**config.mk**
```make
export PLATFORM = sky130hd
export DESIGN_NAME = lfu_cache_table_flat
export DESIGN_NICKNAME = d
export VERILOG_FILES = /design/src/hdl/lfu_pkg.sv /design/src/hdl/lfu_req_if.sv /design/src/hdl/lfu_rsp_if.sv /design/src/hdl/lfu_cache_table.sv /design/src/flat_wrapper.sv
export SDC_FILE = /design/constraint.sdc
export NUM_CORES = 2
export LEC_CHECK = 0
export BUFFER_PORTS_ARGS = -buffer_cell sky130_fd_sc_hd__buf_2
export CAP_MARGIN = 5
export CORE_ASPECT_RATIO = 0.7
export CORE_UTILIZATION = 55
export CTS_CLUSTER_DIAMETER = 100
export CTS_CLUSTER_SIZE = 8
export DETAILED_ROUTE_END_ITERATION = 12
export HOLD_SLACK_MARGIN = 0.06
export PLACE_DENSITY = 0.71
export SLEW_MARGIN = 40
export SYNTH_ARGS = -nofsm -noshare
export SYNTH_HDL_FRONTEND = slang
export SYNTH_SLANG_ARGS = --single-unit
```
**constraint.sdc**
```tcl
create_clock -name clk_i -period 10.5 [get_ports clk_i]
set_input_delay 1.575 -clock clk_i [delete_from_list [all_inputs] [get_ports clk_i]]
set_output_delay 1.575 -clock clk_i [all_outputs]
set_load 0.05 [all_outputs]
```
**src/hdl/lfu_pkg.sv**
```systemverilog
// Package for the least-frequently-used cache table.
// Holds sizes, the item and entry types and the controller states; no dependencies.
package lfu_pkg;

  localparam int unsigned ENTRIES    = 16;
  localparam int unsigned COUNT_BITS = 16;
  localparam int unsigned IDX_W      = (ENTRIES > 1) ? $clog2(ENTRIES) : 1;
  localparam int unsigned ADDR_W     = $clog2(ENTRIES + 1);
  localparam int unsigned CAP_W      = 5;

  localparam logic [COUNT_BITS-1:0] COUNT_MAX = {COUNT_BITS{1'b1}};
  localparam logic [31:0]           ALL_ONES  = 32'hFFFF_FFFF;

  localparam logic OP_LOOKUP = 1'b0;
  localparam logic OP_STORE  = 1'b1;

  typedef struct packed {
    logic               opcode;
    logic signed [31:0] lookup_key;
    logic signed [31:0] store_value;
  } req_t;

  typedef struct packed {
    logic               hit;
    logic signed [31:0] read_value;
    logic               accepted;
    logic               evicted;
  } rsp_t;

  typedef struct packed {
    logic [31:0]           key;
    logic [31:0]           value;
    logic [COUNT_BITS-1:0] count;
  } entry_t;

  typedef enum logic [1:0] {
    ST_IDLE,
    ST_SCAN,
    ST_DONE
  } state_e;

endpackage

```
**src/hdl/lfu_req_if.sv**
```systemverilog
// Request channel of the cache table: valid/ready handshake carrying one req_t item.
// Depends on lfu_pkg.
interface lfu_req_if;
  import lfu_pkg::*;
  logic valid;
  logic ready;
  req_t data;
  modport source (output valid, output data, input ready);
  modport sink   (input valid, input data, output ready);
endinterface

```
**src/hdl/lfu_rsp_if.sv**
```systemverilog
// Response channel of the cache table: valid/ready handshake carrying one rsp_t item.
// Depends on lfu_pkg.
interface lfu_rsp_if;
  import lfu_pkg::*;
  logic valid;
  logic ready;
  rsp_t data;
  modport source (output valid, output data, input ready);
  modport sink   (input valid, input data, output ready);
endinterface

```
**src/hdl/lfu_cache_table.sv**
```systemverilog
// Top level of the least-frequently-used key/value cache table.
// Depends on lfu_pkg, lfu_req_if and lfu_rsp_if.
//
// Usage:
//   req_i carries one item per lookup or store (opcode, lookup_key, store_value).
//   rsp_o returns exactly one item per request (hit, read_value, accepted, evicted).
//   cfg_we_i/cfg_wdata_i write the capacity register; write it only while idle.
//   Values above ENTRIES act as ENTRIES; zero refuses every store.
// Timing:
//   One item is processed at a time. After acceptance the controller walks all
//   ENTRIES table rows through the single read port of the entry memory, one row
//   per cycle, then commits in ST_DONE once the response register is empty or
//   being taken. A new item is accepted only back in idle, after that commit.
// Reset:
//   All valid bits clear and capacity returns to ENTRIES; no clearing pass is needed
//   since keys, values and counts are only read for valid rows.
// Stall:
//   The response waits in an output register. The next item is accepted and scanned
//   while it waits; its commit holds until the earlier response has been taken.
module lfu_cache_table (
  input  logic                      clk_i,
  input  logic                      rst_ni,
  input  logic                      cfg_we_i,
  input  logic [lfu_pkg::CAP_W-1:0] cfg_wdata_i,
  lfu_req_if.sink                   req_i,
  lfu_rsp_if.source                 rsp_o
);
  import lfu_pkg::*;

  // Entry memory: key, value and use count per row, one read and one write port.
  entry_t mem_q [ENTRIES];
  entry_t rd_q;

  // Valid bits and recency ranks live in flip-flops so that aging is parallel.
  logic [ENTRIES-1:0] vld_q;
  logic [IDX_W-1:0]   rank_q [ENTRIES];
  logic [IDX_W-1:0]   rd_rank_q;

  logic [CAP_W-1:0]   cap_q;
  state_e             state_q, state_d;
  req_t               req_q;

  logic [ADDR_W-1:0]  scan_addr_q;
  logic               rd_vld_q;
  logic [IDX_W-1:0]   rd_idx_q;

  // Scan results.
  logic                  match_q, free_q, vic_q;
  logic [IDX_W-1:0]      match_idx_q, free_idx_q, vic_idx_q;
  logic [IDX_W-1:0]      match_rank_q, vic_rank_q;
  logic [COUNT_BITS-1:0] match_cnt_q, vic_cnt_q;
  logic [31:0]           match_val_q;

  rsp_t rsp_q;
  rsp_t rsp_d;
  logic rsp_vld_q;

  logic in_ready;
  logic commit;
  logic scan_last;
  logic [ADDR_W-1:0] nvalid;
  logic [ADDR_W-1:0] cap_eff;

  // Commit decisions.
  logic                  is_store;
  logic                  touch_match;
  logic                  do_insert;
  logic                  do_evict;
  logic [31:0]           upd_val;
  logic [COUNT_BITS-1:0] cnt_bump;

  always_comb begin
    nvalid = '0;
    for (int i = 0; i < ENTRIES; i++) begin
      nvalid = nvalid + ADDR_W'(vld_q[i]);
    end
  end

  assign cap_eff = (ADDR_W'(cap_q) > ADDR_W'(ENTRIES)) ? ADDR_W'(ENTRIES)
                                                       : ADDR_W'(cap_q);
  assign scan_last = rd_vld_q && (rd_idx_q == IDX_W'(ENTRIES - 1));

  // A hit touches the matching row; a store of a new key fills a free row while
  // the table is below capacity, else the scanned victim; zero capacity bars stores.
  assign is_store    = (req_q.opcode == OP_STORE);
  assign touch_match = match_q && (!is_store || cap_eff != '0);
  assign do_insert   = is_store && cap_eff != '0 && !match_q && nvalid < cap_eff && free_q;
  assign do_evict    = is_store && cap_eff != '0 && !match_q &&
                       !(nvalid < cap_eff && free_q) && vic_q;
  assign upd_val     = is_store ? req_q.store_value : match_val_q;
  assign cnt_bump    = (match_cnt_q == COUNT_MAX) ? COUNT_MAX : match_cnt_q + 1'b1;

  always_comb begin
    rsp_d.hit        = match_q;
    rsp_d.read_value = (!is_store && match_q) ? match_val_q : ALL_ONES;
    rsp_d.accepted   = !is_store || cap_eff != '0;
    rsp_d.evicted    = do_evict;
  end

  // Next state.
  always_comb begin
    state_d = state_q;
    case (state_q)
      ST_IDLE: begin
        if (req_i.valid) state_d = ST_SCAN;
      end
      ST_SCAN: begin
        if (scan_last) state_d = ST_DONE;
      end
      ST_DONE: begin
        if (!rsp_vld_q || rsp_o.ready) state_d = ST_IDLE;
      end
      default: state_d = ST_IDLE;
    endcase
  end

  // Controller outputs.
  always_comb begin
    in_ready = 1'b0;
    commit   = 1'b0;
    case (state_q)
      ST_IDLE: in_ready = 1'b1;
      ST_SCAN: ;
      ST_DONE: commit = !rsp_vld_q || rsp_o.ready;
      default: ;
    endcase
  end

  assign req_i.ready = in_ready;
  assign rsp_o.valid = rsp_vld_q;
  assign rsp_o.data  = rsp_q;

  always_ff @(posedge clk_i or negedge rst_ni) begin
    if (!rst_ni) begin
      state_q   <= ST_IDLE;
      cap_q     <= CAP_W'(ENTRIES);
      vld_q     <= '0;
      rsp_vld_q <= 1'b0;
      rd_vld_q  <= 1'b0;
    end else begin
      state_q <= state_d;
      if (cfg_we_i) cap_q <= cfg_wdata_i;
      rd_vld_q <= (state_q == ST_SCAN) && (scan_addr_q < ADDR_W'(ENTRIES));
      if (commit) begin
        rsp_vld_q <= 1'b1;
      end else if (rsp_o.ready) begin
        rsp_vld_q <= 1'b0;
      end
      if (commit && do_insert) begin
        vld_q[free_idx_q] <= 1'b1;
      end
    end
  end

  // Memory read side and the scan evaluation, one row per cycle.
  always_ff @(posedge clk_i) begin
    if (req_i.valid && in_ready) begin
      req_q       <= req_i.data;
      scan_addr_q <= '0;
      match_q     <= 1'b0;
      free_q      <= 1'b0;
      vic_q       <= 1'b0;
    end
    if (state_q == ST_SCAN && scan_addr_q < ADDR_W'(ENTRIES)) begin
      rd_q        <= mem_q[scan_addr_q[IDX_W-1:0]];
      rd_rank_q   <= rank_q[scan_addr_q[IDX_W-1:0]];
      rd_idx_q    <= scan_addr_q[IDX_W-1:0];
      scan_addr_q <= scan_addr_q + 1'b1;
    end
    if (rd_vld_q) begin
      if (vld_q[rd_idx_q]) begin
        if (!match_q && rd_q.key == req_q.lookup_key) begin
          match_q      <= 1'b1;
          match_idx_q  <= rd_idx_q;
          match_rank_q <= rd_rank_q;
          match_cnt_q  <= rd_q.count;
          match_val_q  <= rd_q.value;
        end
        // Lowest count loses; on a tie the least recently touched row loses.
        if (!vic_q || rd_q.count < vic_cnt_q ||
            (rd_q.count == vic_cnt_q && rd_rank_q > vic_rank_q)) begin
          vic_q      <= 1'b1;
          vic_idx_q  <= rd_idx_q;
          vic_cnt_q  <= rd_q.count;
          vic_rank_q <= rd_rank_q;
        end
      end else if (!free_q) begin
        free_q     <= 1'b1;
        free_idx_q <= rd_idx_q;
      end
    end
  end

  // Commit: write back the touched row, age the recency ranks, fill the response.
  always_ff @(posedge clk_i) begin
    if (commit) begin
      rsp_q <= rsp_d;
      if (touch_match) begin
        mem_q[match_idx_q] <= '{key: req_q.lookup_key, value: upd_val, count: cnt_bump};
        for (int i = 0; i < ENTRIES; i++) begin
          if (vld_q[i] && IDX_W'(i) != match_idx_q && rank_q[i] < match_rank_q)
            rank_q[i] <= rank_q[i] + 1'b1;
        end
        rank_q[match_idx_q] <= '0;
      end else if (do_insert) begin
        mem_q[free_idx_q] <= '{key: req_q.lookup_key, value: req_q.store_value,
                               count: COUNT_BITS'(1)};
        for (int i = 0; i < ENTRIES; i++) begin
          if (vld_q[i]) rank_q[i] <= rank_q[i] + 1'b1;
        end
        rank_q[free_idx_q] <= '0;
      end else if (do_evict) begin
        mem_q[vic_idx_q] <= '{key: req_q.lookup_key, value: req_q.store_value,
                              count: COUNT_BITS'(1)};
        for (int i = 0; i < ENTRIES; i++) begin
          if (vld_q[i] && IDX_W'(i) != vic_idx_q && rank_q[i] < vic_rank_q)
            rank_q[i] <= rank_q[i] + 1'b1;
        end
        rank_q[vic_idx_q] <= '0;
      end
    end
  end

  // The number of valid rows never shrinks.
  a_valid_monotonic: assert property (@(posedge clk_i) disable iff (!rst_ni)
    1'b1 |=> $countones(vld_q) >= $countones($past(vld_q)))
    else $error("valid row count decreased");

  // A commit always leaves a response waiting.
  a_commit_rsp: assert property (@(posedge clk_i) disable iff (!rst_ni)
    commit |=> rsp_vld_q)
    else $error("commit did not produce a response");

  // Outside idle the scan address never exceeds ENTRIES, one past the last row.
  a_scan_range: assert property (@(posedge clk_i) disable iff (!rst_ni)
    scan_addr_q <= ADDR_W'(ENTRIES) || state_q == ST_IDLE)
    else $error("scan address out of range");

  // Leaving the final state always goes with a commit.
  a_done_commit: assert property (@(posedge clk_i) disable iff (!rst_ni)
    (state_q == ST_DONE && state_d == ST_IDLE) |-> commit)
    else $error("left final state without commit");

endmodule
```
**src/flat_wrapper.sv**
```systemverilog
// flat-port wrapper written by rule: the top's interface ports become plain ports
module lfu_cache_table_flat import lfu_pkg::*;
  (clk_i, rst_ni, cfg_we_i, cfg_wdata_i, req_i_valid, req_i_data, req_i_ready, rsp_o_valid, rsp_o_data, rsp_o_ready);
  lfu_req_if req_i_i ();
  lfu_rsp_if rsp_o_i ();
  input  logic clk_i;
  input  logic rst_ni;
  input  logic cfg_we_i;
  input  logic [lfu_pkg::CAP_W-1:0] cfg_wdata_i;
  input wire logic [$bits(req_i_i.valid)-1:0] req_i_valid;
  input wire logic [$bits(req_i_i.data)-1:0] req_i_data;
  output wire logic [$bits(req_i_i.ready)-1:0] req_i_ready;
  output wire logic [$bits(rsp_o_i.valid)-1:0] rsp_o_valid;
  output wire logic [$bits(rsp_o_i.data)-1:0] rsp_o_data;
  input wire logic [$bits(rsp_o_i.ready)-1:0] rsp_o_ready;
  assign req_i_i.valid = req_i_valid;
  assign req_i_i.data = req_i_data;
  assign req_i_ready = req_i_i.ready;
  assign rsp_o_valid = rsp_o_i.valid;
  assign rsp_o_data = rsp_o_i.data;
  assign rsp_o_i.ready = rsp_o_ready;
  lfu_cache_table u_core (.clk_i(clk_i), .rst_ni(rst_ni), .cfg_we_i(cfg_we_i), .cfg_wdata_i(cfg_wdata_i), .req_i(req_i_i), .rsp_o(rsp_o_i));
endmodule
```
==> results.cfg <==
[outcome]
outcome = finished clean

[clock_tree]
cts_tree = built
clk_pin_slew_ps = 60
cts_buffer_depth = 3
cts_sinks = 1649
clock_latency_ps = 830
cts-root-buf = clkbuf_16
postCtsHoldBufs = 0
cts_setup_buffers = 0
htree_levels = 4
numCtsBuffers = 224
cts_resized = 0

[route]
vias = 32900
drc_errors = 0
ant_nets = 0
vias_per_cell = 6.54
wl_per_cell_um = 31.1
wl_um = 156000
drt_iter0_markers = 3704
drt_first_pass_iters = 5

[logic_synthesis]
ys.flop_type = edfxtp_1
syn-cell-area_um2 = 66000
ys_types = 83
ys_seq_area_share_pct = 73.8
ys_seq_elements = 1649
synthesis.instances = 3149
avgSynthCellArea_um2 = 21.0
yosys.area.top_type = edfxtp_1
ys.warnings.count = 0
async_reset_ff_share_pct = 1.52
syn-num-nets = 3377
synth.top_cell.area_share_pct = 70.8
synth_edf_count = 1557
synth_area_leaders = edfxtp_1, mux4_2, ha_1

[layout]
nets = 3659
finalInstanceArea_um2 = 74900
final_layout_size_suffix_gt1_share_pct = 27.6
final_common_cell = edfxtp_1
layout_common_cells = edfxtp_1, mux4_2, clkbuf_16, ha_1, buf_2
post-route-util_pct = 63.4
area.growth.synth_to_final_pct = 13.4

[global_routing]
grt_pass1_vias = 34400
grt_max_degree = 88
grt_overflow = 0
antenna_found_initial = 4
grt_pass1_wl_um = 231000
track_usage_pct = 26.3

[placement]
port_buffers = 111
dp_hpwl_um = 86700
gp_congestion = 0.958
placed_area_um2 = 68900

[timing]
skew_ps = 56.2
whs_ps = 413
slew_headroom_pct = 40.5
hold_viol = 0
period_minus_slack_ps = 7640
fin_crit_sh_pct = 72.7
tightestPinTransition_ps = 887
setup_viol = 0
slew_violations = 0
max_clock_freq_mhz = 131
finalSetupTns_ps = 0
rsz0062_at_grt = false

[critical_path]
r2r-start = u_core.vld_q[0]$_DFFE_PN0P_
critPathCaptureType = register
crit_type = reg -> reg
crit_path_frequent_cell = fa_1
crit_required_ps = 10930
critical_path.slowest_cell = buf_4
path_cells = ha_1 > inv_1 > fa_1 > fa_1 > fa_1 > fa_1 > inv_1 > fa_1 > a21o_1 > a21oi_1 > xnor2_1 > ha_1 > or2_2 > a21oi_4 > nor2_4 > nor3_4 > o22ai_2 > a211oi_4 > buf_4 > buf_4
startpoint_type = register
worst-path-max-fanout = 38
reg2regPathDepth = 20
crit_start = u_core.vld_q[0]$_DFFE_PN0P_
slowest_delay_ps = 650
worstPathArrival_ps = 8070

[floorplanning]
core_area_um2 = 118000
ios = 112
initial_utilization_pct = 55.9
die_x_um = 416
die_area_um2 = 121000
std_cell_rows = 105
die_h_um = 292

[power_and_ir_drop]
powerDensity_nw_per_um2 = 246
peakVddDrop_v = 0.000229
p_clk_share_pct = 34.3
switching_share_pct = 26.8
total_power_mw = 18.4
intPower_mw = 13.5
p_comb_share_pct = 21.3
switching_power_mw = 4.95
power.leakage_nw = 24.7
p_seq_share_pct = 44.4

[hold_path]
hold_depth = 0
worstHoldPathType = reg -> reg
hp-start = u_core.rd_q[37]$_DFFE_PP_

[job]
drv_cap = 0
## final timing paths
check	end	slack, ps
min in group asynchronous	u_core.cap_q[2]$_DFFE_PN0P_	820
min reg2reg	u_core.match_val_q[21]$_DFFE_PP_	410
max reg2reg	u_core.mem_q[8][46]$_DFFE_PP_	2860
min	u_core.match_val_q[21]$_DFFE_PP_	410
max	u_core.mem_q[8][46]$_DFFE_PP_	2860
max in group asynchronous	u_core.rd_vld_q$_DFF_PN0_	9230
## area by class of cell
cell class | count | area [um2]
antenna | 3 | 7.51
clock buffer | 257 | 5750
clock inverter | 13 | 218
fill | 7694 | 43200
inverter | 84 | 324
multi-input combinational | 1299 | 16600
sequential | 1649 | 48700
tap | 1551 | 1940
timing repair buffer | 173 | 1300
## through the flow
step / worst slack (ps) / cells
after global routing: 2610 / 5026
final: 2860 / 5029
after floorplan: 1430 / 3149
after global placement: 2440 / 4746
after detailed placement: 2770 / 4756
after CTS: 2770 / 5026
## per-layer routing
layer / GRT usage [%] / vias up / routed length, um / share of wire (%)
li1: - / 13600 / - / -
met3: 5.37 / 225 / 12800 / 8.2
met2: 40.1 / 1571 / 72800 / 47
met5: 0 / - / 21 / 0.013
met1: 39.2 / 17500 / 67900 / 43
met4: 7.15 / 4 / 2940 / 1.9
## critical path: cells and delay by family (launching register included)
family          cells  cell delay (ps)
compound gates      5             1250
simple gates        3              910
xor+xnor            1              150
flops               1              450
fa+ha+maj           7             3120
buf+inv             4             1340
## flip-flops by register name, indices dropped and copies added (netlist names), 5 cells and up
| register | count |
|---|---|
| u_core.cap_q | 5 |
| u_core.match_cnt_q | 16 |
| u_core.match_val_q | 32 |
| u_core.mem_q | 1280 |
| u_core.rank_q | 64 |
| u_core.rd_q | 80 |
| u_core.req_q | 64 |
| u_core.rsp_o.data | 35 |
| u_core.scan_addr_q | 5 |
| u_core.vic_cnt_q | 16 |
| u_core.vld_q | 16 |
## synthesized netlist by cell type (6+ instances only)
master,n
mux4_2,425
nand3_1,29
nor3_1,13
mux2i_1,18
a21o_1,18
a2111oi_0,6
nor2b_1,11
dfxtp_1,67
inv_1,83
nor2_1,87
nor3_2,9
nand2_1,29
nor3_4,7
xor2_1,42
xnor2_1,26
buf_1,11
or3_1,25
edfxtp_1,1557
a211oi_2,8
o21a_1,6
nor4_1,14
o21ai_0,103
buf_2,31
fa_1,10
a221oi_2,9
a21boi_0,9
nand2b_1,41
clkbuf_1,71
a21oi_1,64
nand4_1,14
ha_1,143
mux2_2,35
a211o_1,10
dfrtp_1,24
and3_1,8
## power by group through the flow
stage          logic (mW)  clock network [mW]  registers, mW
2_1_floorplan        2.91                   0           8.13
3_3_place_gp         3.86                   0           8.28
3_5_place_dp         3.95                   0           8.29
4_1_cts              4.00                6.41           8.18
5_1_grt              4.21                6.67           8.22
6_report             3.93                6.33           8.19
## cell families (layout without fill, tap and decap cells)
kind of cell	after synthesis	count (layout)	share of synthesized area, %
flops	1649	1649	73.8
compound gates	287	287	2.97
mux	478	478	15.4
other cells	0	3	0
xor+xnor	68	68	0.902
simple gates	313	313	2.74
buf+inv	201	527	1.23
fa+ha+maj	153	153	3.01
(Power assumes the default switching activity.)
